$ cat src/hdl/brii_pkg.sv
// shared types, codes and constants of the interpolator
package brii_pkg;

  localparam int MAX_NODES_DEF = 64;
  localparam int FRAC_BITS_DEF = 16;

  localparam logic [1:0] ST_OK    = 2'd0;
  localparam logic [1:0] ST_ORDER = 2'd1;
  localparam logic [1:0] ST_DUP   = 2'd2;
  localparam logic [1:0] ST_SAT   = 2'd3;

  localparam logic CFG_ORDER = 1'b0;
  localparam logic CFG_COUNT = 1'b1;

  typedef struct packed {
    logic               neg;
    logic signed [15:0] ex;
    logic [31:0]        mag;
  } xnum_t;

  localparam xnum_t XZERO = '{neg: 1'b0, ex: 16'sd0, mag: 32'd0};
  localparam xnum_t XONE  = '{neg: 1'b0, ex: -16'sd31, mag: 32'h8000_0000};

  typedef enum logic [1:0] {XO_FIX, XO_MUL, XO_DIV, XO_ADD} xop_t;

  typedef enum logic [4:0] {
    CM_NOP, CM_LOAD, CM_LATCH_Q, CM_I_CLR, CM_I_INC, CM_J_INC, CM_RD_I, CM_RD_J,
    CM_DUP_XI, CM_WB_INIT, CM_TERM_INIT, CM_K_INC, CM_WR_W, CM_EV_INIT, CM_EV_LATCH,
    CM_X_FIX_XJ, CM_X_FIX_QX, CM_X_FIX_Y, CM_X_MUL_PROD, CM_X_DIV_ONE, CM_X_ADD_W,
    CM_X_DIV_WT, CM_X_ADD_DEN, CM_X_MUL_TY, CM_X_ADD_NUM, CM_X_DIV_ND,
    CM_RES_ERR, CM_RES_Y, CM_RES_CONV
  } cmd_t;

  typedef struct packed {
    cmd_t       op;
    logic [1:0] code;
  } ctl_cmd_t;

  typedef struct packed {
    logic xdone;
    logic wcur;
    logic bad_order;
    logic n_one;
    logic i_last;
    logic i_dup_last;
    logic j_last;
    logic j_eq_i;
    logic jw_last;
    logic k_last;
    logic x_eq_q;
    logic x_eq_xi;
    logic den_zero;
  } dp_stat_t;

endpackage

$ cat src/hdl/brii_ctrl.sv
// controller state machine sequencing the datapath
module brii_ctrl import brii_pkg::*; (
  input  logic     clk,
  input  logic     rst,
  input  logic     start,
  input  logic     func,
  input  dp_stat_t stat,
  output logic     busy,
  output ctl_cmd_t cmd
);

  typedef enum logic [5:0] {
    S_IDLE, S_CHECK, S_DUP_RDI, S_DUP_LXI, S_DUP_RDJ, S_DUP_CMP, S_MAT_RD, S_MAT_CMP,
    S_WB_RDI, S_WB_LXI, S_WB_TERM, S_WB_JCHK, S_WB_FIX, S_WB_MUL, S_WB_MULD, S_WB_DIV,
    S_WB_ADD, S_WB_ADDD, S_WB_WR, S_WB_NEXT, S_EV_RD, S_EV_LATCH, S_EV_FIX, S_EV_DIV,
    S_EV_DEN, S_EV_FY, S_EV_MUL, S_EV_NUM, S_EV_NEXT, S_FIN, S_FOUT, S_XWAIT
  } state_t;

  state_t state, state_next, ret, ret_next;

  always_comb begin
    state_next = state;
    ret_next   = ret;
    cmd.op     = CM_NOP;
    cmd.code   = ST_OK;
    case (state)
      S_IDLE: begin
        if (start && !busy) begin
          if (func) begin
            cmd.op     = CM_LATCH_Q;
            state_next = S_CHECK;
          end else begin
            cmd.op = CM_LOAD;
          end
        end
      end
      S_CHECK: begin
        if (stat.bad_order) begin
          cmd.op     = CM_RES_ERR;
          cmd.code   = ST_ORDER;
          state_next = S_IDLE;
        end else begin
          cmd.op     = CM_I_CLR;
          state_next = stat.n_one ? S_MAT_RD : S_DUP_RDI;
        end
      end
      S_DUP_RDI: begin
        cmd.op     = CM_RD_I;
        state_next = S_DUP_LXI;
      end
      S_DUP_LXI: begin
        cmd.op     = CM_DUP_XI;
        state_next = S_DUP_RDJ;
      end
      S_DUP_RDJ: begin
        cmd.op     = CM_RD_J;
        state_next = S_DUP_CMP;
      end
      S_DUP_CMP: begin
        if (stat.x_eq_xi) begin
          cmd.op     = CM_RES_ERR;
          cmd.code   = ST_DUP;
          state_next = S_IDLE;
        end else if (!stat.j_last) begin
          cmd.op     = CM_J_INC;
          state_next = S_DUP_RDJ;
        end else if (stat.i_dup_last) begin
          cmd.op     = CM_I_CLR;
          state_next = S_MAT_RD;
        end else begin
          cmd.op     = CM_I_INC;
          state_next = S_DUP_RDI;
        end
      end
      S_MAT_RD: begin
        cmd.op     = CM_RD_I;
        state_next = S_MAT_CMP;
      end
      S_MAT_CMP: begin
        if (stat.x_eq_q) begin
          cmd.op     = CM_RES_Y;
          state_next = S_IDLE;
        end else if (!stat.i_last) begin
          cmd.op     = CM_I_INC;
          state_next = S_MAT_RD;
        end else if (stat.wcur) begin
          cmd.op     = CM_EV_INIT;
          state_next = S_EV_RD;
        end else begin
          cmd.op     = CM_I_CLR;
          state_next = S_WB_RDI;
        end
      end
      S_WB_RDI: begin
        cmd.op     = CM_RD_I;
        state_next = S_WB_LXI;
      end
      S_WB_LXI: begin
        cmd.op     = CM_WB_INIT;
        state_next = S_WB_TERM;
      end
      S_WB_TERM: begin
        cmd.op     = CM_TERM_INIT;
        state_next = S_WB_JCHK;
      end
      S_WB_JCHK: begin
        if (!stat.j_eq_i) begin
          cmd.op     = CM_RD_J;
          state_next = S_WB_FIX;
        end else if (stat.jw_last) begin
          state_next = S_WB_DIV;
        end else begin
          cmd.op = CM_J_INC;
        end
      end
      S_WB_FIX: begin
        cmd.op     = CM_X_FIX_XJ;
        ret_next   = S_WB_MUL;
        state_next = S_XWAIT;
      end
      S_WB_MUL: begin
        cmd.op     = CM_X_MUL_PROD;
        ret_next   = S_WB_MULD;
        state_next = S_XWAIT;
      end
      S_WB_MULD: begin
        if (stat.jw_last) begin
          state_next = S_WB_DIV;
        end else begin
          cmd.op     = CM_J_INC;
          state_next = S_WB_JCHK;
        end
      end
      S_WB_DIV: begin
        cmd.op     = CM_X_DIV_ONE;
        ret_next   = S_WB_ADD;
        state_next = S_XWAIT;
      end
      S_WB_ADD: begin
        cmd.op     = CM_X_ADD_W;
        ret_next   = S_WB_ADDD;
        state_next = S_XWAIT;
      end
      S_WB_ADDD: begin
        if (stat.k_last) begin
          state_next = S_WB_WR;
        end else begin
          cmd.op     = CM_K_INC;
          state_next = S_WB_TERM;
        end
      end
      S_WB_WR: begin
        cmd.op     = CM_WR_W;
        state_next = S_WB_NEXT;
      end
      S_WB_NEXT: begin
        if (stat.i_last) begin
          cmd.op     = CM_EV_INIT;
          state_next = S_EV_RD;
        end else begin
          cmd.op     = CM_I_INC;
          state_next = S_WB_RDI;
        end
      end
      S_EV_RD: begin
        cmd.op     = CM_RD_I;
        state_next = S_EV_LATCH;
      end
      S_EV_LATCH: begin
        cmd.op     = CM_EV_LATCH;
        state_next = S_EV_FIX;
      end
      S_EV_FIX: begin
        cmd.op     = CM_X_FIX_QX;
        ret_next   = S_EV_DIV;
        state_next = S_XWAIT;
      end
      S_EV_DIV: begin
        cmd.op     = CM_X_DIV_WT;
        ret_next   = S_EV_DEN;
        state_next = S_XWAIT;
      end
      S_EV_DEN: begin
        cmd.op     = CM_X_ADD_DEN;
        ret_next   = S_EV_FY;
        state_next = S_XWAIT;
      end
      S_EV_FY: begin
        cmd.op     = CM_X_FIX_Y;
        ret_next   = S_EV_MUL;
        state_next = S_XWAIT;
      end
      S_EV_MUL: begin
        cmd.op     = CM_X_MUL_TY;
        ret_next   = S_EV_NUM;
        state_next = S_XWAIT;
      end
      S_EV_NUM: begin
        cmd.op     = CM_X_ADD_NUM;
        ret_next   = S_EV_NEXT;
        state_next = S_XWAIT;
      end
      S_EV_NEXT: begin
        if (stat.i_last) begin
          state_next = S_FIN;
        end else begin
          cmd.op     = CM_I_INC;
          state_next = S_EV_RD;
        end
      end
      S_FIN: begin
        if (stat.den_zero) begin
          cmd.op     = CM_RES_ERR;
          cmd.code   = ST_SAT;
          state_next = S_IDLE;
        end else begin
          cmd.op     = CM_X_DIV_ND;
          ret_next   = S_FOUT;
          state_next = S_XWAIT;
        end
      end
      S_FOUT: begin
        cmd.op     = CM_RES_CONV;
        state_next = S_IDLE;
      end
      S_XWAIT: begin
        if (stat.xdone) begin
          state_next = ret;
        end
      end
      default: state_next = S_IDLE;
    endcase
  end

  always_ff @(posedge clk) begin
    if (rst) begin
      state <= S_IDLE;
      ret   <= S_IDLE;
      busy  <= 1'b0;
    end else begin
      state <= state_next;
      ret   <= ret_next;
      busy  <= (state_next != S_IDLE);
    end
  end

endmodule

$ cat config.mk
export PLATFORM = sky130hd
export DESIGN_NAME = brii_ctrl
export DESIGN_NICKNAME = d
export VERILOG_FILES = /design/src/hdl/brii_pkg.sv /design/src/hdl/brii_ctrl.sv
export SDC_FILE = /design/constraint.sdc
export NUM_CORES = 1
export LEC_CHECK = 0
export BUFFER_PORTS_ARGS = -buffer_cell sky130_fd_sc_hd__buf_2
export CORE_ASPECT_RATIO = 1.75
export CORE_MARGIN = 2
export CORE_UTILIZATION = 54
export CTS_BUF_LIST = sky130_fd_sc_hd__clkbuf_4 sky130_fd_sc_hd__clkbuf_8
export DETAILED_ROUTE_END_ITERATION = 12
export HOLD_SLACK_MARGIN = 0.08
export PLACE_DENSITY_LB_ADDON = 0.2
export SETUP_SLACK_MARGIN = 0.15
export SKIP_LAST_GASP = 1
export SYNTH_ARGS = -nofsm -noshare
export SYNTH_HDL_FRONTEND = slang
export SYNTH_SLANG_ARGS = --single-unit
$ cat constraint.sdc
create_clock -name clk -period 2.4 [get_ports clk]
set_input_delay 0.72 -clock clk [delete_from_list [all_inputs] [get_ports clk]]
set_output_delay 0.72 -clock clk [all_outputs]
set_load 0.01 [all_outputs]
==> flow_metrics.py <==
metrics = {
    "layout": {
        "post-route-util_pct": 86.7,
        "final_net_count": 356,
        "synthToLayoutAreaGrowth_pct": 53.9,
        "drive_gt1_share_pct": 47.6,
        "multi_input_area_mm2": 0.00149,
        "diodes": 0,
        "ff_latch_area_um2": 260,
        "final.fill_count": 181,
    },
    "logic_synthesis": {
        "synth_fp_nets": 265,
        "async_flop_share_pct": 0,
        "synth_largest_area_cell": "dfxtp_1",
        "synth_top_area_share_pct": 13.7,
        "synth.distinct_cells": 68,
        "ys.flop_type": "dfxtp_1",
        "syn_area_per_cell_um2": 7.06,
        "synth_seq_cells": 12,
        "synth_edf_count": 0,
        "ys_top_cells_by_area": "dfxtp_1 (14%), nor2_1 (7.1%), a21oi_1 (4.9%), nand2b_1 (4.3%), nor3_1 (4.3%)",
        "synth_area_mm2": 0.00175,
        "synth.yosys.warnings": 0,
        "postSynthCellCount": 248,
        "yosysSeqAreaShare_pct": 13.7,
    },
    "critical_path": {
        "worstPathArrival_ns": 2.05,
        "cp_cell_sequence": "buf_6 > nor2b_4 > o211ai_1 > o311ai_1 > or4_4 > buf_6",
        "crit_required_ns": 1.68,
        "criticalPathCategory": "register to primary output",
        "critical-path-top-delay-family": "simple AND/OR/NAND/NOR gates",
        "worstSetupEndpointType": "primary output",
        "path_common_cell": "buf_6",
        "cp-start-kind": "register",
        "path_max_fanout": 8,
        "cpPeakStageDelay_ns": 0.50,
        "path_buf_inv": 2,
        "crit_slowest_cell": "or4_4",
    },
    "floorplanning": {
        "die-area_mm2": 0.00373,
        "die_h_um": 79.3,
        "start_util_pct": 56.4,
        "core_mm2": 0.00311,
        "io_pins": 25,
        "num_rows": 27,
        "die_x_um": 47.1,
    },
    "timing": {
        "setup_slack_ns": -0.369,
        "rsz0062_at_grt": "true",
        "final.min_clock_period_ns": 2.77,
        "slew_headroom_pct": 64.5,
        "finalClockSkew_ns": 0.00309,
        "slew_violations": 0,
        "setup_violations": 7,
        "post-route-period-util_pct": 115,
        "tns_ns": -1.31,
        "worstMarginPinSlew_ns": 0.532,
        "timing.fmax_mhz": 361,
        "hold_violations": 0,
    },
    "run_status": {
        "status": "finished, violations left",
        "violations": "setup timing",
    },
    "placed_design": {
        "place_ws_ns": -0.177,
        "hpwl_um": 5350,
        "gp_congestion": 1.01,
        "port_buffers": 24,
    },
    "cts": {
        "htree_levels": 1,
        "cts_buffers": 3,
        "cts.sinks": 12,
        "clk-insertion-delay-late_ns": 0.24,
        "clockRootBuffer": "clkbuf_8",
        "cts.clk_slew.worst_paths_ns": 0.05,
        "cts_buffer_depth": 2,
        "cts_tree": "done",
        "cts_hold_buffers": 0,
    },
    "detailed_routing": {
        "dr_total_vias": 2573,
        "final_antenna_net_count": 0,
        "avgViaCountPerCell": 6.75,
        "first_pass_iters": 6,
        "wire_per_inst_um": 21.3,
        "drc_errors": 0,
        "drt-total-wl_um": 8110,
        "drt-initial-drc-count": 219,
    },
    "global_route": {
        "gr-usage-all-layers_pct": 43.9,
        "grt_pass1_wl_um": 11600,
        "grt_pass1_vias": 2335,
        "grt.overflow.total": 0,
        "grt_max_degree": 13,
        "antenna_found_initial": 0,
    },
    "pwr": {
        "p_int_uw": 416,
        "p_per_area_mw_per_mm2": 212,
        "seq_power_share_pct": 35.5,
        "p_sw_share_pct": 27.2,
        "p_leak_uw": 0.00111,
        "total_power_uw": 571,
        "clkPwrFrac_pct": 37.6,
        "ir_worst_vdd_mv": 0.352,
        "p_switching_uw": 155,
        "combPwrFrac_pct": 27.0,
    },
    "hold_path": {
        "hold_class": "register to register",
    },
    "job": {
        "drv_cap": 0,
    },
}
[cell usage in the layout, fill, tap and decap left out, types with 3 or more instances in the layout]
master	count
o22ai_1	5
nand2b_1	11
nor2b_1	3
clkbuf_8	4
nor4_1	4
nand2_1	13
a21oi_1	14
a21oi_2	3
o21ai_1	6
nor3_1	12
or4b_4	3
nor2_4	4
nand3b_1	6
nor2_1	28
or2_4	3
buf_6	8
nand4b_1	3
o31ai_1	3
o21ai_0	6
dfxtp_4	5
a31oi_1	7
inv_1	9
buf_4	76
nand3_1	5
buf_2	22
dfxtp_1	6
mux2i_1	5
[per-layer routing]
metal  wire length (um)  up-vias  track usage (%)
met4                680        0             29.4
li1                   -     1104                -
met1               2690     1160             48.3
met5                  0        -             1.82
met3                832       83             10.7
met2               3900      226             69.7
[logic make-up (layout without fill, tap and decap cells)]
| group | Yosys count | count (layout) | share of synthesized area, % |
|---|---|---|---|
| other cells | 1 | 1 | 0.214 |
| fa+ha+maj | 1 | 1 | 0.571 |
| mux | 5 | 5 | 2.86 |
| xor+xnor | 2 | 2 | 1.00 |
| compound gates | 74 | 74 | 30.1 |
| flops | 12 | 12 | 13.7 |
| simple gates | 122 | 122 | 40.1 |
| buf+inv | 31 | 121 | 11.4 |
[per-stage QoR]
| stage | area (um^2) | hold slack, ns | cells |
|---|---|---|---|
| final | 2700 | 0.518 | 381 |
| after global placement | 2320 | 0.478 | 365 |
| after detailed placement | 2320 | 0.506 | 365 |
| after floorplan | 1770 | 0.451 | 248 |
| after global routing | 2700 | 0.542 | 381 |
| after CTS | 2620 | 0.517 | 378 |
[state kept, by name (all words and copies together), names as in the netlist]
signal,flops
busy,1
ret,5
state,6
[power groups by stage]
stage / logic [uW] / registers (uW) / clock network [uW]
after CTS: 138 / 203 / 217
after detailed placement: 120 / 210 / 0
after global routing: 160 / 202 / 227
after global placement: 119 / 211 / 0
after floorplan: 61.4 / 208 / 0
final: 154 / 202 / 214
[cell usage after synthesis, drive strengths merged (5+ instances only)]
library cell and instances:
nor2 34, a21oi 18, buf 18, nand2 15, nor3 15, o21ai 15, nand2b 14, dfxtp 12
inv 9, a31oi 7, nor4 7, nand3b 6, o22ai 6, mux2i 5, nand3 5, nor2b 5
[layout make-up]
type	count	area share [%]
Timing Repair Buffer	108	29.9
Multi-Input combinational cell	205	55.2
Inverter	9	1.25
Sequential cell	12	9.66
Clock buffer	4	2.04
Tap cell	43	2.00
[timing repair]
item                       4_1_cts  5_1_grt
gates resized for setup         43       15
buffers inserted                 9        3
pin swaps                        9       10
setup endpoints to repair        8       10
hold endpoints to repair         0        0
[worst register-to-register path, cell delays in order, from the launching register on]
cell and delay [ns]:
dfxtp_4 0.37, or4b_4 0.62, buf_6 0.16, buf_6 0.10, buf_4 0.12, buf_4 0.14, nor3_2 0.20, nand2_1 0.16
nand3_1 0.12, nor4b_2 0.07, a31oi_1 0.22
[final timing paths]
kind	from	to	slack [ns]	depth (start not counted)
hold / removal	ret[4]	ret[4]	0.52	2
hold reg to reg	ret[4]	ret[4]	0.52	2
setup reg to reg	state[1]	busy	0.05	10
setup / recovery	state[2]	cmd[3]	-0.37	6
Note: power is estimated with default switching activity, not from simulation.
